### src/rtl/core/slcfp_pkg.sv
// Shared types and constants for the sync/length/checksum frame parser.
// No dependencies; imported by every module of the block.
package slcfp_pkg;

  localparam int MAX_PAYLOAD_DEF = 16;

  localparam int BYTE_W = 8;
  localparam int CNT_W  = 5;   // payload counters, bounded by max_length
  localparam int STAT_W = 2;
  localparam int IDX_W  = 4;
  localparam int CFG_IDX_W = 2;
  localparam int OUT_TDATA_W = 32;
  localparam int OUT_TUSER_W = 3;

  localparam logic [BYTE_W-1:0] SYNC_RESET = 8'hEA;
  localparam logic [CNT_W-1:0]  MAXLEN_RESET = 5'd16;
  localparam logic [BYTE_W-1:0] SEED_RESET = 8'hFF;

  localparam logic [CFG_IDX_W-1:0] CFG_SYNC   = 2'd0;
  localparam logic [CFG_IDX_W-1:0] CFG_MAXLEN = 2'd1;
  localparam logic [CFG_IDX_W-1:0] CFG_SEED   = 2'd2;

  localparam logic [STAT_W-1:0] STATUS_OK      = 2'd0;
  localparam logic [STAT_W-1:0] STATUS_LEN_ERR = 2'd1;
  localparam logic [STAT_W-1:0] STATUS_CHK_ERR = 2'd2;

  typedef enum logic [2:0] {
    ST_HUNT,
    ST_CMD,
    ST_LEN,
    ST_DATA,
    ST_CHECK,
    ST_EMIT
  } state_t;

  // What the output register loads this cycle.
  typedef enum logic [2:0] {
    RES_NONE,
    RES_LEN_ERR,
    RES_CHK_ERR,
    RES_EMPTY,
    RES_DATA
  } res_t;

  typedef struct packed {
    logic start;       // sync seen: seed the check
    logic take_cmd;
    logic take_len;    // update check with length byte
    logic hold_len;    // length accepted: latch it, clear count
    logic take_data;
    res_t res;
  } ctrl_cmd_t;

  typedef struct packed {
    logic sync_hit;
    logic len_bad;
    logic len_zero;    // current byte is zero
    logic held_zero;   // latched length is zero
    logic data_done;
    logic check_ok;
    logic emit_last;
    logic out_free;
  } dp_stat_t;

endpackage

### src/rtl/core/slcfp_ctrl.sv
// Frame parser controller: phase state machine and command decode.
// Depends on slcfp_pkg.
module slcfp_ctrl import slcfp_pkg::*; (
  input  logic      clk,
  input  logic      rst_n,
  input  logic      in_tvalid,
  output logic      in_tready,
  input  dp_stat_t  stat,
  output ctrl_cmd_t cmd
);

  state_t state_r, state_nxt;
  logic   acc;

  assign in_tready = (state_r != ST_EMIT) && stat.out_free;
  assign acc = in_tvalid && in_tready;

  always_ff @(posedge clk) begin
    if (!rst_n) begin
      state_r <= ST_HUNT;
    end else begin
      state_r <= state_nxt;
    end
  end

  always_comb begin
    state_nxt = state_r;
    unique case (state_r)
      ST_HUNT: if (acc && stat.sync_hit) state_nxt = ST_CMD;
      ST_CMD:  if (acc) state_nxt = ST_LEN;
      ST_LEN: begin
        if (acc) begin
          priority if (stat.len_bad) state_nxt = ST_HUNT;
          else if (stat.len_zero)    state_nxt = ST_CHECK;
          else                       state_nxt = ST_DATA;
        end
      end
      ST_DATA: if (acc && stat.data_done) state_nxt = ST_CHECK;
      ST_CHECK: begin
        if (acc) begin
          if (stat.check_ok && !stat.held_zero) state_nxt = ST_EMIT;
          else                                  state_nxt = ST_HUNT;
        end
      end
      ST_EMIT: if (stat.out_free && stat.emit_last) state_nxt = ST_HUNT;
      default: state_nxt = ST_HUNT;
    endcase
  end

  always_comb begin
    cmd = '0;
    cmd.res = RES_NONE;
    unique case (state_r)
      ST_HUNT: cmd.start = acc && stat.sync_hit;
      ST_CMD:  cmd.take_cmd = acc;
      ST_LEN: begin
        cmd.take_len = acc;
        cmd.hold_len = acc && !stat.len_bad;
        if (acc && stat.len_bad) cmd.res = RES_LEN_ERR;
      end
      ST_DATA: cmd.take_data = acc;
      ST_CHECK: begin
        if (acc) begin
          priority if (!stat.check_ok) cmd.res = RES_CHK_ERR;
          else if (stat.held_zero)     cmd.res = RES_EMPTY;
          else                         cmd.res = RES_NONE;
        end
      end
      ST_EMIT: if (stat.out_free) cmd.res = RES_DATA;
      default: cmd.res = RES_NONE;
    endcase
  end

endmodule

### src/rtl/core/slcfp_dpath.sv
// Frame parser datapath: config registers, running check, payload store,
// payload readout and the output register. Depends on slcfp_pkg.
module slcfp_dpath import slcfp_pkg::*; #(
  parameter int MAX_PAYLOAD = MAX_PAYLOAD_DEF
) (
  input  logic                   clk,
  input  logic                   rst_n,
  input  logic                   cfg_valid,
  input  logic [CFG_IDX_W-1:0]   cfg_index,
  input  logic [BYTE_W-1:0]      cfg_data,
  input  logic [BYTE_W-1:0]      rx_byte,
  input  ctrl_cmd_t              cmd,
  output dp_stat_t               stat,
  input  logic                   out_tready,
  output logic                   out_tvalid,
  output logic [STAT_W-1:0]      out_status,
  output logic [BYTE_W-1:0]      out_command,
  output logic [BYTE_W-1:0]      out_length,
  output logic [IDX_W-1:0]       out_index,
  output logic [BYTE_W-1:0]      out_data,
  output logic                   out_has_data,
  output logic                   out_last
);

  localparam int AW = (MAX_PAYLOAD > 1) ? $clog2(MAX_PAYLOAD) : 1;
  localparam logic [BYTE_W:0] MP_CAP = (BYTE_W+1)'(MAX_PAYLOAD);

  logic [BYTE_W-1:0] sync_r, seed_r;
  logic [CNT_W-1:0]  maxlen_r;

  logic [BYTE_W-1:0] chk_r, chk_nxt;
  logic [BYTE_W-1:0] cmd_r;
  logic [CNT_W-1:0]  len_r;
  logic [CNT_W-1:0]  cnt_r;
  logic [CNT_W-1:0]  eidx_r, eidx_nxt;

  logic [BYTE_W-1:0] store_mem [MAX_PAYLOAD];
  logic [BYTE_W-1:0] rd_data_r;
  logic [AW-1:0]     rd_addr;

  logic              ovalid_r;
  logic [STAT_W-1:0] ostat_r, ostat_nxt;
  logic [BYTE_W-1:0] ocmd_r;
  logic [BYTE_W-1:0] olen_r, olen_nxt;
  logic [BYTE_W-1:0] odata_r, odata_nxt;
  logic [IDX_W-1:0]  oidx_r, oidx_nxt;
  logic              ohas_r, ohas_nxt;
  logic              olast_r, olast_nxt;

  logic [BYTE_W:0]   limit;
  logic [CNT_W:0]    cnt_inc, eidx_inc;
  logic              cnt_in_store;

  // config writes
  always_ff @(posedge clk) begin
    if (!rst_n) begin
      sync_r   <= SYNC_RESET;
      maxlen_r <= MAXLEN_RESET;
      seed_r   <= SEED_RESET;
    end else if (cfg_valid) begin
      unique case (cfg_index)
        CFG_SYNC:   sync_r   <= cfg_data;
        CFG_MAXLEN: maxlen_r <= cfg_data[CNT_W-1:0];
        CFG_SEED:   seed_r   <= cfg_data;
        default:    ;
      endcase
    end
  end

  assign limit = ((BYTE_W+1)'(maxlen_r) < MP_CAP) ? (BYTE_W+1)'(maxlen_r) : MP_CAP;
  assign cnt_inc  = {1'b0, cnt_r} + 1'b1;
  assign eidx_inc = {1'b0, eidx_r} + 1'b1;
  assign cnt_in_store = ((BYTE_W+1)'(cnt_r) < MP_CAP);

  assign stat.sync_hit  = (rx_byte == sync_r);
  assign stat.len_bad   = ({1'b0, rx_byte} > limit);
  assign stat.len_zero  = (rx_byte == '0);
  assign stat.held_zero = (len_r == '0);
  assign stat.data_done = (cnt_inc >= {1'b0, len_r});
  assign stat.check_ok  = (rx_byte == chk_r);
  assign stat.emit_last = (eidx_inc == {1'b0, len_r});
  assign stat.out_free  = !ovalid_r || out_tready;

  always_comb begin
    chk_nxt = chk_r;
    if (cmd.start) chk_nxt = seed_r - rx_byte;
    else if (cmd.take_cmd || cmd.take_len || cmd.take_data) chk_nxt = chk_r - rx_byte;
  end

  // frame registers
  always_ff @(posedge clk) begin
    if (!rst_n) begin
      chk_r <= '0;
      cmd_r <= '0;
      len_r <= '0;
      cnt_r <= '0;
    end else begin
      chk_r <= chk_nxt;
      if (cmd.take_cmd) cmd_r <= rx_byte;
      if (cmd.hold_len) begin
        len_r <= rx_byte[CNT_W-1:0];  // bounded by limit, fits
        cnt_r <= '0;
      end else if (cmd.take_data) begin
        cnt_r <= cnt_inc[CNT_W-1:0];
      end
    end
  end

  // payload readout index; back to zero after the final result
  always_comb begin
    eidx_nxt = eidx_r;
    if (cmd.res == RES_DATA) eidx_nxt = stat.emit_last ? '0 : eidx_inc[CNT_W-1:0];
  end

  always_ff @(posedge clk) begin
    if (!rst_n) eidx_r <= '0;
    else        eidx_r <= eidx_nxt;
  end

  // read one ahead so a result can leave every cycle while the output register is free
  assign rd_addr = AW'(eidx_nxt);

  always_ff @(posedge clk) begin
    if (cmd.take_data && cnt_in_store) store_mem[AW'(cnt_r)] <= rx_byte;
    rd_data_r <= store_mem[rd_addr];
  end

  // output register
  always_ff @(posedge clk) begin
    if (!rst_n) begin
      ovalid_r <= 1'b0;
    end else if (cmd.res != RES_NONE) begin
      ovalid_r <= 1'b1;
    end else if (out_tready) begin
      ovalid_r <= 1'b0;
    end
  end

  always_comb begin
    ostat_nxt = STATUS_OK;
    olen_nxt  = {{(BYTE_W-CNT_W){1'b0}}, len_r};
    oidx_nxt  = '0;
    odata_nxt = '0;
    ohas_nxt  = 1'b0;
    olast_nxt = 1'b1;
    unique case (cmd.res)
      RES_LEN_ERR: begin
        ostat_nxt = STATUS_LEN_ERR;
        olen_nxt  = rx_byte;
      end
      RES_CHK_ERR: ostat_nxt = STATUS_CHK_ERR;
      RES_DATA: begin
        oidx_nxt  = eidx_r[IDX_W-1:0];
        odata_nxt = rd_data_r;
        ohas_nxt  = 1'b1;
        olast_nxt = stat.emit_last;
      end
      default: ;
    endcase
  end

  always_ff @(posedge clk) begin
    if (cmd.res != RES_NONE) begin
      ocmd_r  <= cmd_r;
      ostat_r <= ostat_nxt;
      olen_r  <= olen_nxt;
      oidx_r  <= oidx_nxt;
      odata_r <= odata_nxt;
      ohas_r  <= ohas_nxt;
      olast_r <= olast_nxt;
    end
  end

  assign out_tvalid   = ovalid_r;
  assign out_status   = ostat_r;
  assign out_command  = ocmd_r;
  assign out_length   = olen_r;
  assign out_index    = oidx_r;
  assign out_data     = odata_r;
  assign out_has_data = ohas_r;
  assign out_last     = olast_r;

endmodule

### src/rtl/core/sync_length_checksum_frame_parser_top.sv
// Sync/length/checksum frame parser, top level. Uses slcfp_pkg, slcfp_ctrl, slcfp_dpath.
// Throughput: one input byte per cycle while the output register is free or drains
//   that cycle; input is held off while a payload streams out.
// Latency: error and empty-frame results are valid the cycle after the byte's request;
//   payload results pass the emit state and output register, one per cycle unless stalled.
// Reset: rst_n synchronous, active low; hunting for sync, config at defaults, output empty.
module sync_length_checksum_frame_parser_top import slcfp_pkg::*; #(
  parameter int MAX_PAYLOAD = MAX_PAYLOAD_DEF
) (
  input  logic                   clk,
  input  logic                   rst_n,
  // input stream: tdata[7:0] rx_byte
  input  logic                   in_tvalid,
  output logic                   in_tready,
  input  logic [BYTE_W-1:0]      in_tdata,
  // result stream: tdata[7:0] command, [15:8] length, [19:16] byte_index,
  //   [27:20] data_byte, [31:28] zero
  output logic                   out_tvalid,
  input  logic                   out_tready,
  output logic [OUT_TDATA_W-1:0] out_tdata,
  // tuser[1:0] status, [2] has_data
  output logic [OUT_TUSER_W-1:0] out_tuser,
  output logic                   out_tlast,
  // register writes: 0 sync_value, 1 max_length, 2 check_seed
  input  logic                   cfg_valid,
  output logic                   cfg_ready,
  input  logic [CFG_IDX_W-1:0]   cfg_index,
  input  logic [BYTE_W-1:0]      cfg_data
);

  ctrl_cmd_t         cmd;
  dp_stat_t          stat;
  logic [STAT_W-1:0] o_status;
  logic [BYTE_W-1:0] o_command, o_length, o_data;
  logic [IDX_W-1:0]  o_index;
  logic              o_has;

  // registers always writable; the user must make writes only while idle; not enforced here
  assign cfg_ready = 1'b1;

  slcfp_ctrl u_ctrl (
    .clk       (clk),
    .rst_n     (rst_n),
    .in_tvalid (in_tvalid),
    .in_tready (in_tready),
    .stat      (stat),
    .cmd       (cmd)
  );

  slcfp_dpath #(
    .MAX_PAYLOAD (MAX_PAYLOAD)
  ) u_dpath (
    .clk          (clk),
    .rst_n        (rst_n),
    .cfg_valid    (cfg_valid && cfg_ready),
    .cfg_index    (cfg_index),
    .cfg_data     (cfg_data),
    .rx_byte      (in_tdata),
    .cmd          (cmd),
    .stat         (stat),
    .out_tready   (out_tready),
    .out_tvalid   (out_tvalid),
    .out_status   (o_status),
    .out_command  (o_command),
    .out_length   (o_length),
    .out_index    (o_index),
    .out_data     (o_data),
    .out_has_data (o_has),
    .out_last     (out_tlast)
  );

  assign out_tdata = {4'b0000, o_data, o_index, o_length, o_command};
  assign out_tuser = {o_has, o_status};

  // a result is only loaded into a free output register
  a_load_free: assert property (@(posedge clk) disable iff (!rst_n)
    (cmd.res != RES_NONE) |-> stat.out_free)
    else $error("result loaded over a pending request");

  // no byte is taken while the payload is streaming out
  a_emit_blocks_in: assert property (@(posedge clk) disable iff (!rst_n)
    (cmd.res == RES_DATA) |-> !in_tready)
    else $error("input accepted during payload readout");

  // every loaded result is valid on the next cycle
  a_load_shows: assert property (@(posedge clk) disable iff (!rst_n)
    (cmd.res != RES_NONE) |=> out_tvalid)
    else $error("loaded result not presented");

endmodule
### config.mk
export PLATFORM = sky130hd
export DESIGN_NAME = sync_length_checksum_frame_parser_top
export DESIGN_NICKNAME = d
export VERILOG_FILES = /design/src/rtl/core/slcfp_pkg.sv /design/src/rtl/core/slcfp_ctrl.sv /design/src/rtl/core/slcfp_dpath.sv /design/src/rtl/core/sync_length_checksum_frame_parser_top.sv
export SDC_FILE = /design/constraint.sdc
export NUM_CORES = 1
export LEC_CHECK = 0
export BUFFER_PORTS_ARGS = -buffer_cell sky130_fd_sc_hd__buf_2
export CORE_MARGIN = 2
export CORE_UTILIZATION = 45
export CTS_CLUSTER_SIZE = 12
export DETAILED_ROUTE_END_ITERATION = 16
export HOLD_SLACK_MARGIN = 0.06
export PLACE_DENSITY = 0.64
export SLEW_MARGIN = 20
export SYNTH_ARGS = -nofsm -noshare
export SYNTH_HDL_FRONTEND = slang
export SYNTH_SLANG_ARGS = --single-unit
### constraint.sdc
create_clock -name clk -period 8.3 [get_ports clk]
set_input_delay 0 -clock clk [delete_from_list [all_inputs] [get_ports clk]]
set_output_delay 0 -clock clk [all_outputs]
set_load 0.01 [all_outputs]
Word level (Yosys, flattened, before mapping)
Memory sizes are Yosys's and may differ from the RTL's. A register that Yosys moved wholly into a read port is not among the register bits.
Index checks and enable logic that the tools add are counted.
{"block": "word_totals", "ff_bits": 88, "mem_bits_rw": 128, "in_bits": 23, "word_cells": 108, "mem_count": 1}
{"memory": "u_dpath.store_mem", "depth": 16, "word_bits": 8, "read_ports": 1, "rd_clocked_by_memory_dff": 1, "wr": 1, "line_no": "slcfp_dpath.sv:37", "source": "logic [BYTE_W-1:0] store_mem [MAX_PAYLOAD];"}
{"block": "op_classes", "n_addsub": 4, "n_lt_le_gt_ge": 4, "eq_ne": 20, "mux": 32, "n_bitwise": 1, "n_reduce_logical": 27}
{"cell": "3-bit 2-to-1 mux", "n": 12}
{"cell": "3-bit one-hot mux with 6 select lines", "n": 1}
{"cell": "8-bit equality test", "n": 2}
{"cell": "8-bit 2-to-1 mux", "n": 2}
{"cell": "8-bit subtractor", "n": 2}
{"cell": "5-bit 2-to-1 mux", "n": 3}
{"cell": "5-bit by 1-bit adder with 6-bit output, second input constant", "n": 2}
{"cell": "2-bit by 1-bit inequality test with 1-bit output, second input constant", "n": 6}
{"cell": "5-bit < comparator, second input constant", "n": 2}
{"cell": "3-bit by 2-bit equality test with 1-bit output, second input constant", "n": 3}
{"cell": "3-bit equality test, second input constant", "n": 3}
{"cell": "1-bit logical AND", "n": 9}
{"cell": "1-bit 2-to-1 mux", "n": 9}
{"cell": "3-bit one-hot mux with 3 select lines", "n": 1}
{"cell": "8-bit by 5-bit greater-than comparator with 1-bit output", "n": 1}
{"cell": "8-bit logical NOT", "n": 1}
{"cell": "3-bit by 1-bit equality test with 1-bit output, second input constant", "n": 2}
{"cell": "6-bit by 5-bit equality test with 1-bit output", "n": 1}
{"cell": "6-bit by 5-bit greater-or-equal comparator with 1-bit output", "n": 1}
{"cell": "2-bit AND reduction", "n": 3}
{"cell": "6-bit AND reduction", "n": 1}
{"cell": "5-bit logical NOT", "n": 1}
{"cell": "2-bit 2-to-1 mux", "n": 2}
{"cell": "4-bit 2-to-1 mux", "n": 1}
{"cell": "12 further kinds", "n": 17}

Depth between registers and ports, before layout
Gate-level depths: netlist of run 1.
{"block": "logic_depth", "depth_word": 10, "mapped_depth": 12, "mapped_depth_nobuf": 11}

Hierarchy
From an unflattened synthesis of run 1, not the netlist that was laid out.
{"block": "unflattened", "cells_unflattened": 957, "area_unflattened_um2": 10650.2}
{"mod": "slcfp_dpath", "instances": 1, "cells_per_inst": 896, "area_per_inst_um2": 10233.6}
{"mod": "slcfp_ctrl", "instances": 1, "cells_per_inst": 53, "area_per_inst_um2": 364.1}
{"mod": "sync_length_checksum_frame_parser_top", "instances": 1, "cells_per_inst": 8, "area_per_inst_um2": 52.6}

Worst setup path after synthesis of run 1
No wires, ideal clock.
{"block": "synth_timing", "path_kind": "register to register", "start": "reg u_dpath.maxlen_r[4]", "end": "reg u_dpath.ocmd_r[0] (netlist: u_dpath.out_command[0]) (enable)", "setup_time_ns": 0.561, "arrival_ns": 2.270, "required_time_ns": 7.739, "slack_ns": 5.468, "stages_incl_launch_ff": 11, "n_path_buf": 0, "synth_period_minus_slack_ns": 2.832, "cell_sequence": "dfxtp_1 > inv_1 > nand2_1 > ha_1 > nor2b_1 > o21a_1 > o21ai_0 > a21oi_1 > o21bai_1 > a211o_1 > nand3_1"}
{"block": "synth_via", "elab_chain_cells": 7}
{"item": "start, declared", "line_no": "slcfp_dpath.sv:29", "source": "logic [CNT_W-1:0] maxlen_r;"}
{"item": "start signal, assigned", "line_no": "slcfp_dpath.sv:63", "source": "CFG_MAXLEN: maxlen_r <= cfg_data[CNT_W-1:0];"}
{"item": "5-bit < comparator", "line_no": "slcfp_dpath.sv:70", "source": "assign limit = ((BYTE_W+1)'(maxlen_r) < MP_CAP) ? (BYTE_W+1)'(maxlen_r) : MP_CAP;"}
{"item": "5-bit 2-to-1 mux (*)", "line_no": "slcfp_dpath.sv:70"}
{"item": "8-bit by 5-bit greater-than comparator with 1-bit output (*)", "line_no": "slcfp_dpath.sv:76", "source": "assign stat.len_bad = ({1'b0, rx_byte} > limit);"}
{"item": "1-bit logical AND (*)", "line_no": "slcfp_ctrl.sv:59", "source": "if (acc && stat.len_bad) cmd.res = RES_LEN_ERR;"}
{"item": "1-bit 2-to-1 mux (*)", "line_no": "slcfp_ctrl.sv:59"}
{"item": "3-bit one-hot mux with 3 select lines (*)", "line_no": "slcfp_ctrl.sv:53", "source": "unique case (state_r)"}
{"item": "3-bit nonzero test (*)", "line_no": "slcfp_dpath.sv:163", "source": "if (cmd.res != RES_NONE) begin"}
{"item": "end signal, assigned", "line_no": "slcfp_dpath.sv:164", "source": "ocmd_r <= cmd_r;"}
{"item": "end, declared", "line_no": "slcfp_dpath.sv:43", "source": "logic [BYTE_W-1:0] ocmd_r;"}
Mark *: on every way between the ends. The rest lies on a longest branch, timed or not.
A chain may end at the register's enable or synchronous reset.

Worst setup path in the final report of run 1
{"block": "layout_timing", "start": "reg u_ctrl.state_r[0]", "end": "reg u_dpath.rd_data_r[6] (read register of u_dpath.store_mem)"}
{"block": "layout_via", "elab_chain_cells": 8, "elab_cells_between_ends": 12}
{"item": "start, declared", "line_no": "slcfp_ctrl.sv:12", "source": "state_t state_r, state_nxt;"}
{"item": "start signal, assigned", "line_no": "slcfp_ctrl.sv:22", "source": "state_r <= state_nxt;"}
{"item": "3-bit inequality test", "line_no": "slcfp_ctrl.sv:15", "source": "assign in_tready = (state_r != ST_EMIT) && stat.out_free;"}
{"item": "1-bit logical AND", "line_no": "slcfp_ctrl.sv:15"}
{"item": "1-bit logical AND", "line_no": "slcfp_ctrl.sv:16", "source": "assign acc = in_tvalid && in_tready;"}
{"item": "1-bit logical AND", "line_no": "slcfp_ctrl.sv:59"}
{"item": "1-bit 2-to-1 mux", "line_no": "slcfp_ctrl.sv:59"}
{"item": "3-bit one-hot mux with 3 select lines (*)", "line_no": "slcfp_ctrl.sv:53"}
{"item": "3-bit equality test (*)", "line_no": "slcfp_dpath.sv:112", "source": "if (cmd.res == RES_DATA) eidx_nxt = stat.emit_last ? '0 : eidx_inc[CNT_W-1:0];"}
{"item": "4-bit 2-to-1 mux (*)", "line_no": "slcfp_dpath.sv:112"}
{"item": "end, declared", "line_no": "slcfp_dpath.sv:38", "source": "logic [BYTE_W-1:0] rd_data_r;"}
Marked as above.

==> results of run 1 <==
==> kinds of logic after synthesis <==
group / synth area share
adders and majority gates: 0.04050
and+or+nand+nor: 0.1316
AOI/OAI and AO/OA: 0.1119
xor gates and xnor gates: 0.02663
DFF: 0.5970
buffers and inverters: 0.03154
other: 0.0007367
muxes: 0.06014
==> state kept, by name, indices dropped and copies added, names as in the netlist <==
register	cells
u_dpath.out_command	8
u_dpath.cnt_r	5
u_dpath.out_data	8
u_dpath.maxlen_r	5
u_dpath.out_last	1
u_dpath.out_status	2
u_dpath.seed_r	8
u_ctrl.state_r	3
u_dpath.out_index	4
u_dpath.chk_r	8
u_dpath.sync_r	8
u_dpath.cmd_r	8
u_dpath.len_r	5
u_dpath.out_tvalid	1
u_dpath.eidx_r	5
u_dpath.out_has_data	1
u_dpath.out_length	8
u_dpath.store_mem	128
u_dpath.rd_data_r	8
==> worst paths after layout <==
kind,start,end,slack (ns),cells after the start
min reg2reg,u_dpath.cmd_r[0],u_dpath.out_command[0],0.43,0
min,in_tvalid,u_dpath.out_tvalid,0.09,4
max,u_ctrl.state_r[0],u_dpath.rd_data_r[6],3.69,10
max reg2reg,u_ctrl.state_r[0],u_dpath.rd_data_r[6],3.69,10
==> per-layer routing <==
| layer | part of all wire | vias to the layer above |
|---|---|---|
| met5 | 0 | - |
| li1 | - | 3338 |
| met3 | 0.057 | 47 |
| met1 | 0.45 | 3401 |
| met4 | 0.024 | 0 |
| met2 | 0.47 | 215 |
==> per-stage QoR <==
step	hold WS [ns]	setup slack [ns]	total power [uW]	util	std cells
after floorplan	0.09887	5.468	1294	-	869
after global placement	0.2390	3.881	1335	0.4758	1171
after detailed placement	0.2410	3.729	1336	0.4758	1171
after CTS	0.07082	3.722	2385	0.5233	1245
after global routing	0.1167	3.285	2442	0.5241	1245
final	0.08783	3.693	2370	0.5241	1245
==> placed cells by master, fill, tap and decap left out, types with 13 or more instances in the layout <==
| cell | netlist | layout |
|---|---|---|
| edfxtp_1 | 160 | 160 |
| dlygate4sd3_1 | 0 | 29 |
| clkbuf_16 | 0 | 25 |
| xor2_1 | 13 | 13 |
| nand3_1 | 27 | 27 |
| xnor2_1 | 18 | 18 |
| a21oi_1 | 41 | 41 |
| o21ai_0 | 23 | 23 |
| o22ai_1 | 27 | 27 |
| inv_1 | 28 | 28 |
| buf_2 | 8 | 56 |
| dfxtp_1 | 64 | 64 |
| ha_1 | 29 | 29 |
| nor2_1 | 73 | 73 |
| nand2_1 | 83 | 83 |
| mux2i_1 | 59 | 59 |
==> power groups by stage <==
stage	Sequential (uW)	Combinational, uW	Clock (uW)
after floorplan	1230	64.2	0
after global placement	1230	101	0
after detailed placement	1230	103	0
after CTS	1210	113	1060
after global routing	1210	126	1110
final	1210	113	1050
==> critical path, cell delays in order, from the launching register on <==
cell      delay [ns]
dfxtp_1         0.63
and3b_1         0.53
nand2_1         0.48
inv_1           0.47
a21boi_1        0.22
a31oi_4         0.17
buf_4           0.72
mux2i_1         0.27
nor2_1          0.05
or4_1           0.51
or3_1           0.35
==> final cells by class <==
| cell class | count | area, sq um | share of cell area |
|---|---|---|---|
| clock buffer | 37 | 700.7 | 0.05959 |
| clock inverter | 8 | 73.82 | 0.006278 |
| inverter | 29 | 108.9 | 0.009257 |
| multi-input combinational | 574 | 3840 | 0.3266 |
| sequential | 224 | 6086 | 0.5176 |
| tap | 285 | 356.6 | 0.03033 |
| timing repair buffer | 88 | 593.1 | 0.05044 |
==> results.sh, run 1 <==
export IMPL_hold_class="in2reg"
export IMPL_initial_core_util=0.4544
export IMPL_startpoint_type="flip-flop"
export IMPL_power_density_nw_per_um2=201.5
export IMPL_cts_buffers=25
export IMPL_ys_flop_type="edfxtp_1"
export IMPL_clock_path_buffers=3
export IMPL_yosysTopAreaCellShare=0.4713
export IMPL_first_pass_iters=5
export IMPL_yosysMostFrequentCell="edfxtp_1"
export IMPL_synthCells=866
export IMPL_die_area_sq_um=23870
export IMPL_clock_latency_ns=0.52
export IMPL_synth_distinct_cells=68
export IMPL_fin_nets=996
export IMPL_n_fill_cell=1946
export IMPL_io_pins=62
export IMPL_drt_iter0_markers=532
export IMPL_switching_share=0.2142
export IMPL_slew_violations=0
export IMPL_fp_row_count=55
export IMPL_cts_hold_buf=29
export IMPL_power_frac_seq=0.511
export IMPL_cts_tree="done"
export IMPL_use_met2=0.3240
export IMPL_grt_use_met3=0.02998
export IMPL_rsz0062_at_grt="no"
export IMPL_gp_congestion=0.8432
export IMPL_grtUsageMet1=0.2809
export IMPL_ys_warn_count=0
export IMPL_syn_area_sq_um=10190
export IMPL_grtUsageTotal=0.2003
export IMPL_area_growth_pct=15.34
export IMPL_grt_overflow_total=0
export IMPL_p_clk_frac=0.442
export IMPL_drive_gt1_frac=0.1240
export IMPL_cts_setup_buffers=0
export IMPL_antenna_found_initial=0
export IMPL_fin_tns_setup_ns=0
export IMPL_grt_pass1_wl_um=37240
export IMPL_p_int_uw=1862
export IMPL_diodes=0
export IMPL_fmax_ghz=0.2170
export IMPL_post_route_period_util=0.5551
export IMPL_finalWirelength_um=23960
export IMPL_net_switching_power_uw=507.7
export IMPL_placedInstanceArea_sq_um=10670
export IMPL_combPwrFrac=0.048
export IMPL_cts_root_buf="clkbuf_16"
export IMPL_fp_coreArea_sq_um=22430
export IMPL_yosysSeqAreaShare=0.5970
export IMPL_portBuffers=56
export IMPL_cts_max_level=1
export IMPL_synth_largest_area_cell="edfxtp_1"
export IMPL_viasPerCell=5.623
export IMPL_avgRoutedWirePerCell_um=19.25
export IMPL_relSlewSlack=0.2723
export IMPL_yosys_top_cells_area="edfxtp_1, dfxtp_1, mux2i_1, ha_1, nand2_1"
export IMPL_cts_resized=0
export IMPL_endpoint_kind="flip-flop"
export IMPL_synth_edf_count=160
export IMPL_drv_cap=0
export IMPL_die_x_um=154.5
export IMPL_via_count=7001
export IMPL_finalSetupViolCount=0
export IMPL_cellLeakagePower_uw=0.004207
export IMPL_min_period_ns=4.607
export IMPL_ir_drop_mv=0.1123
export IMPL_grt_pass1_vias=6729
export IMPL_syn_avg_cell_area_sq_um=11.77
export IMPL_worstPathRequired_ns=8.70
export IMPL_crit_arrival_ns=5.00
export IMPL_status="complete, no violations"
export IMPL_busiest_layer="met2"
export IMPL_clock_sinks=224
export IMPL_design_area_sq_um=11760
export IMPL_ys_ff_latch=224
export IMPL_clk_pin_slew_worst_paths_ns=0.06
export IMPL_grt_max_degree=66
export IMPL_hpwlAfterDp_um=15410
export IMPL_synthArstFlopShare=0
export IMPL_finalClockSkew_ns=0.01807
export IMPL_antenna_left=0
export IMPL_synth_common_cells="edfxtp_1, nand2_1, nor2_1, dfxtp_1, mux2i_1"
export IMPL_worstPathMaxFanout=65
export IMPL_hold_violations=0
export IMPL_tightest_slew_ns=1.088
export IMPL_critPathKind="reg2reg"
export IMPL_die_y_um=154.5
export IMPL_drc=0
Note: power is estimated with default switching activity, not from simulation.
==> run 2: changes to the inputs <==
Clock period 8.3 ns to 4.65 ns, I/O delays scaled along.
==> run 2 against run 1 <==
Compared with the run above:
- non-clock buffer count rose by 16
- cell area rose by 0.89%
- worst setup slack got worse by 2.7 ns
- clock power rose by 72%
- die area did not move
- utilization rose by 0.47 points
- power rose by 76%
- critical path type unchanged
==> results.sh, run 2 (synthesis results as in run 1) <==
export IMPL_status="complete, no violations"
export IMPL_drive_gt1_frac=0.1323
export IMPL_drv_cap=0
export IMPL_die_area_sq_um=23870
export IMPL_design_area_sq_um=11860
export IMPL_ir_drop_mv=0.2552
export IMPL_final_util=0.5288
export IMPL_initial_core_util=0.4544
export IMPL_post_route_period_util=0.7854
export IMPL_worstPathRequired_ns=5.04
export IMPL_cts_root_buf="clkbuf_16"
export IMPL_power_frac_seq=0.517
export IMPL_via_count=6970
export IMPL_mostFrequentLayoutCell="edfxtp_1"
export IMPL_cts_max_level=1
export IMPL_grt_pass1_vias=6611
export IMPL_net_switching_power_uw=867.4
export IMPL_cts_tree="done"
export IMPL_drc=0
export IMPL_cellLeakagePower_uw=0.004258
export IMPL_area_growth_pct=16.37
export IMPL_die_x_um=154.5
export IMPL_cts_hold_buf=30
export IMPL_critPathKind="reg2reg"
export IMPL_worstHoldStart="cfg_valid"
export IMPL_hold_class="in2reg"
export IMPL_finalSetupViolCount=0
export IMPL_largest_reg_flops=128
export IMPL_slew_violations=0
export IMPL_hpwlAfterDp_um=16250
export IMPL_avgRoutedWirePerCell_um=19.06
export IMPL_fmax_ghz=0.2738
export IMPL_clock_latency_ns=0.51
export IMPL_fin_nets=1011
export IMPL_grt_pass1_wl_um=37050
export IMPL_grtUsageTotal=0.2011
export IMPL_min_period_ns=3.652
export IMPL_fp_coreArea_sq_um=22430
export IMPL_diodes=0
export IMPL_p_total_uw=4173
export IMPL_die_y_um=154.5
export IMPL_gp_congestion=0.8526
export IMPL_fin_tns_setup_ns=0
export IMPL_grt_overflow_total=0
export IMPL_p_int_uw=3306
export IMPL_drt_iter0_markers=581
export IMPL_finalClockSkew_ns=0.01196
export IMPL_antenna_left=0
export IMPL_hold_violations=0
export IMPL_antenna_found_initial=0
export IMPL_clk_pin_slew_worst_paths_ns=0.06
export IMPL_rsz0062_at_grt="no"
export IMPL_p_clk_frac=0.433
export IMPL_crit_path_start="u_ctrl.state_r[0]"
export IMPL_worstPathMaxFanout=21
export IMPL_combPwrFrac=0.049
export IMPL_layout_common_cells="edfxtp_1, nand2_1, nor2_1, dfxtp_1, mux2i_1"
export IMPL_tightest_slew_ns=1.065
export IMPL_viasPerCell=5.532
export IMPL_n_fill_cell=1959
export IMPL_cts_resized=0
export IMPL_clock_sinks=224
export IMPL_endpoint_kind="flip-flop"
export IMPL_portBuffers=56
export IMPL_cts_buffers=24
export IMPL_final_cell_count_no_fill=1260
export IMPL_cts_setup_buffers=0
export IMPL_relSlewSlack=0.2846
export IMPL_first_pass_iters=5
export IMPL_startpoint_type="flip-flop"
export IMPL_grt_max_degree=36
export IMPL_worst_r2r_setup_slack_ns=1.0
export IMPL_power_density_nw_per_um2=351.8
export IMPL_regMostFlops="u_dpath.store_mem"
export IMPL_crit_arrival_ns=4.04
export IMPL_timing_rr_start="u_ctrl.state_r[0]"
export IMPL_dp_cells=1186
export IMPL_clock_path_buffers=3
export IMPL_fp_row_count=55
export IMPL_switching_share=0.2078
export IMPL_placedInstanceArea_sq_um=10800
export IMPL_io_pins=62
export IMPL_finalWirelength_um=24020
[run 2: cell count changes in the layout (fill, tap and decap cells not counted), sizes merged]
cell / previous run / this run
inv: 29 / 28
buf: 59 / 74
clkinv: 6 / 5
dlygate4sd3: 29 / 30
clkbuf: 37 / 38
[run 2: final cells by class]
cell class              instances  area [sq um]  area share
repair buffers                104         728.2     0.06138
clock inverters                 6         55.05    0.004640
inverters                      29         108.9    0.009175
well taps                     285         356.6     0.03006
clock buffers                  38         694.4     0.05853
flip-flops and latches        224          6086      0.5130
multi-input cells             574          3835      0.3232
[run 2: routing by layer]
layer	global-route usage	vias up	share of wire
li1	-	3388	-
met1	0.2828	3330	0.45
met2	0.3240	214	0.46
met3	0.03558	38	0.062
met4	0.05423	0	0.021
met5	0	-	0
[run 2: worst max-delay path, stage by stage (launching register included)]
cell and delay (ns):
dfxtp_1 0.64, and3b_1 0.53, nand2_1 0.13, inv_1 0.09, a21boi_1 0.14, a31oi_4 0.81
mux2i_1 0.29, nor2_1 0.05, or4_1 0.51, or3_1 0.34
[run 2: final timing paths]
check | endpoint | cells after the start
min reg2reg | u_dpath.out_command[2] | 0
max reg2reg | u_dpath.rd_data_r[6] | 9
min | u_dpath.maxlen_r[4] | 4
max | u_dpath.rd_data_r[6] | 9
[run 2: power by group through the flow]
stage               Combinational [uW]  Clock, uW  Sequential (uW)
detailed placement                 188          0             2200
global route                       229       1930             2160
global placement                   187          0             2200
CTS                                206       1840             2160
floorplan                          115          0             2200
finish                             206       1810             2160
[run 2: per-stage QoR]
| step | hold WS (ns) | setup WS, ns |
|---|---|---|
| floorplan | 0.09887 | 1.818 |
| global placement | 0.2367 | 1.133 |
| detailed placement | 0.2374 | 1.028 |
| CTS | 0.06369 | 0.9867 |
| global route | 0.09311 | 0.7688 |
| finish | 0.08402 | 0.9980 |
==> run 3: changes to the inputs <==
Settings changed: PLACE_DENSITY 0.64 to 0.66.
Clock period 4.65 ns to 3 ns, I/O delays scaled along.
==> run 3 against run 2 <==
Compared with the run above:
- die area unchanged
- utilization up 1.9 points
- critical path depth stayed put
- power up 60%
- clock power increased by 66%
- register-to-register slack worse by 0.88 ns
- sequential power up 55%
- first-iteration DRC count fell by 19%
- sequential share of layout area decreased by 1.8 points
==> results.sh, run 3 (synthesis results as in run 1) <==
export IMPL_endpoint_kind="flip-flop"
export IMPL_pre_cts_ws_ns=0.09969
export IMPL_busiest_layer="met2"
export IMPL_fin_nets=1056
export IMPL_layout_common_cells="edfxtp_1, nand2_1, nor2_1, dfxtp_1"
export IMPL_area_growth_pct=20.53
export IMPL_clock_sinks=224
export IMPL_clk_pin_slew_worst_paths_ns=0.06
export IMPL_relSlewSlack=0.5810
export IMPL_grt_overflow_total=0
export IMPL_worst_r2r_setup_slack_ns=0.12
export IMPL_die_area_sq_um=23870
export IMPL_grtUsageMet1=0.2880
export IMPL_fin_hold_ws_ns=0.1110
export IMPL_first_pass_iters=4
export IMPL_critPathTopFamily="simple AND/OR/NAND/NOR gates"
export IMPL_use_met2=0.3529
export IMPL_n_fill_cell=1876
export IMPL_diodes=0
export IMPL_fin_tns_setup_ns=0
export IMPL_post_route_period_util=0.9592
export IMPL_viasPerCell=5.570
export IMPL_portBuffers=56
export IMPL_initial_core_util=0.4544
export IMPL_cp_buffers_inverters=1
export IMPL_dp_cells=1231
export IMPL_hold_violations=0
export IMPL_cts_max_level=1
export IMPL_startpoint_type="flip-flop"
export IMPL_grt_use_met3=0.02914
export IMPL_cts_buffers=25
export IMPL_path_cells="buf_4 -> and3_2 -> a211oi_2 -> a31oi_2 -> a31oi_4 -> mux2i_1 -> nor2_1 -> or4_1 -> or3_1"
export IMPL_die_x_um=154.5
export IMPL_clock_path_buffers=3
export IMPL_gp_congestion=0.8771
export IMPL_critPathKind="reg2reg"
export IMPL_grtUsageTotal=0.2108
export IMPL_max_stage_delay_ns=0.50
export IMPL_grt_pass1_wl_um=39350
export IMPL_p_int_uw=5247
export IMPL_finalWirelength_um=25150
export IMPL_switching_share=0.2148
export IMPL_regMostFlops="u_dpath.store_mem"
export IMPL_timing_final_ws_setup_ns=0.1224
export IMPL_slew_violations=0
export IMPL_mostFrequentLayoutCell="edfxtp_1"
export IMPL_drv_cap=0
export IMPL_crit_slowest_cell="a31oi_4"
export IMPL_fmax_ghz=0.3475
export IMPL_fp_row_count=55
export IMPL_cts_setup_buffers=0
export IMPL_cts_root_buf="clkbuf_16"
export IMPL_regArea_sq_um=6087
export IMPL_combPwrFrac=0.050
export IMPL_tightest_slew_ns=0.6244
export IMPL_cts_tree="done"
export IMPL_worstPathRequired_ns=3.40
export IMPL_avgRoutedWirePerCell_um=19.25
export IMPL_rsz0062_at_grt="no"
export IMPL_drt_iter0_markers=472
export IMPL_drc=0
export IMPL_worstPathMaxFanout=7
export IMPL_multi_input_area_sq_um=3831
export IMPL_grt_max_degree=24
export IMPL_power_frac_seq=0.501
export IMPL_status="complete, no violations"
export IMPL_grt_pass1_vias=7198
export IMPL_final_util=0.5477
export IMPL_cellLeakagePower_uw=0.004524
export IMPL_p_clk_frac=0.449
export IMPL_antenna_left=0
export IMPL_clock_latency_ns=0.52
export IMPL_final_cell_count_no_fill=1306
export IMPL_hold_class="in2reg"
export IMPL_fp_coreArea_sq_um=22430
export IMPL_io_pins=62
export IMPL_die_y_um=154.5
export IMPL_antenna_found_initial=0
export IMPL_ir_drop_mv=0.3485
export IMPL_via_count=7275
export IMPL_min_period_ns=2.878
export IMPL_crit_arrival_ns=3.28
export IMPL_largest_reg_flops=128
export IMPL_power_density_nw_per_um2=543.8
export IMPL_hpwlAfterDp_um=17440
export IMPL_finalClockSkew_ns=0.01454
export IMPL_net_switching_power_uw=1436
export IMPL_drive_gt1_frac=0.1792
export IMPL_finalSetupViolCount=0
==> run 3: changes by cell type in the layout (fill, tap and decap cells not counted), moves of 2 or more <==
| cell | change |
|---|---|
| buf_12 | +2 |
| buf_4 | +42 |
| clkbuf_1 | -5 |
| clkbuf_8 | +6 |
| nor3_1 | +3 |
| nor3_2 | -3 |
==> run 3: cell type report <==
class / count / area share
clock buffer: 40 / 0.06374
clock inverter: 6 / 0.002953
inverter: 29 / 0.008859
multi-input combinational: 574 / 0.3118
sequential: 224 / 0.4954
tap: 285 / 0.02902
timing repair buffer: 148 / 0.08828
==> run 3: worst paths after layout <==
kind,cells past startpoint,endpoint,start
hold reg to reg,0,u_dpath.out_command[6],u_dpath.cmd_r[6]
setup / recovery,9,u_dpath.rd_data_r[6],u_dpath.eidx_r[0]
hold / removal,4,u_dpath.out_tvalid,in_tvalid
setup reg to reg,9,u_dpath.rd_data_r[6],u_dpath.eidx_r[0]
==> run 3: power groups by stage <==
| stage | clock (uW) | combinational [uW] | sequential (uW) |
|---|---|---|---|
| after floorplan | 0 | 178 | 3400 |
| after global placement | 0 | 298 | 3410 |
| after detailed placement | 0 | 302 | 3410 |
| after CTS | 3040 | 331 | 3350 |
| after global routing | 3180 | 366 | 3350 |
| final | 3000 | 333 | 3350 |
==> run 3: through the flow <==
step,instance area (sq um),power [uW]
6_report,12290,6682
3_3_place_gp,11160,3713
5_1_grt,12290,6891
2_1_floorplan,10210,3581
3_5_place_dp,11160,3716
4_1_cts,12270,6718
==> run 3: what timing repair did <==
item | in CTS | in global routing
endpoints found under the hold margin | 130 | 0
gates resized for setup | 0 | 5
hold buffers | 29 | 0
endpoints found under the setup margin | 0 | 6
==> run 3: tightest hold or removal path, cell delays in order <==
cell and delay (ns):
buf_2 0.12, nand2_1 0.16, a211o_1 0.18, a31oi_1 0.10
==> run 3: metal layers <==
layer | part of all wire | vias up
met2 | 0.48 | 241
li1 | - | 3472
met1 | 0.44 | 3522
met3 | 0.059 | 40
met4 | 0.023 | 0
met5 | 0 | -
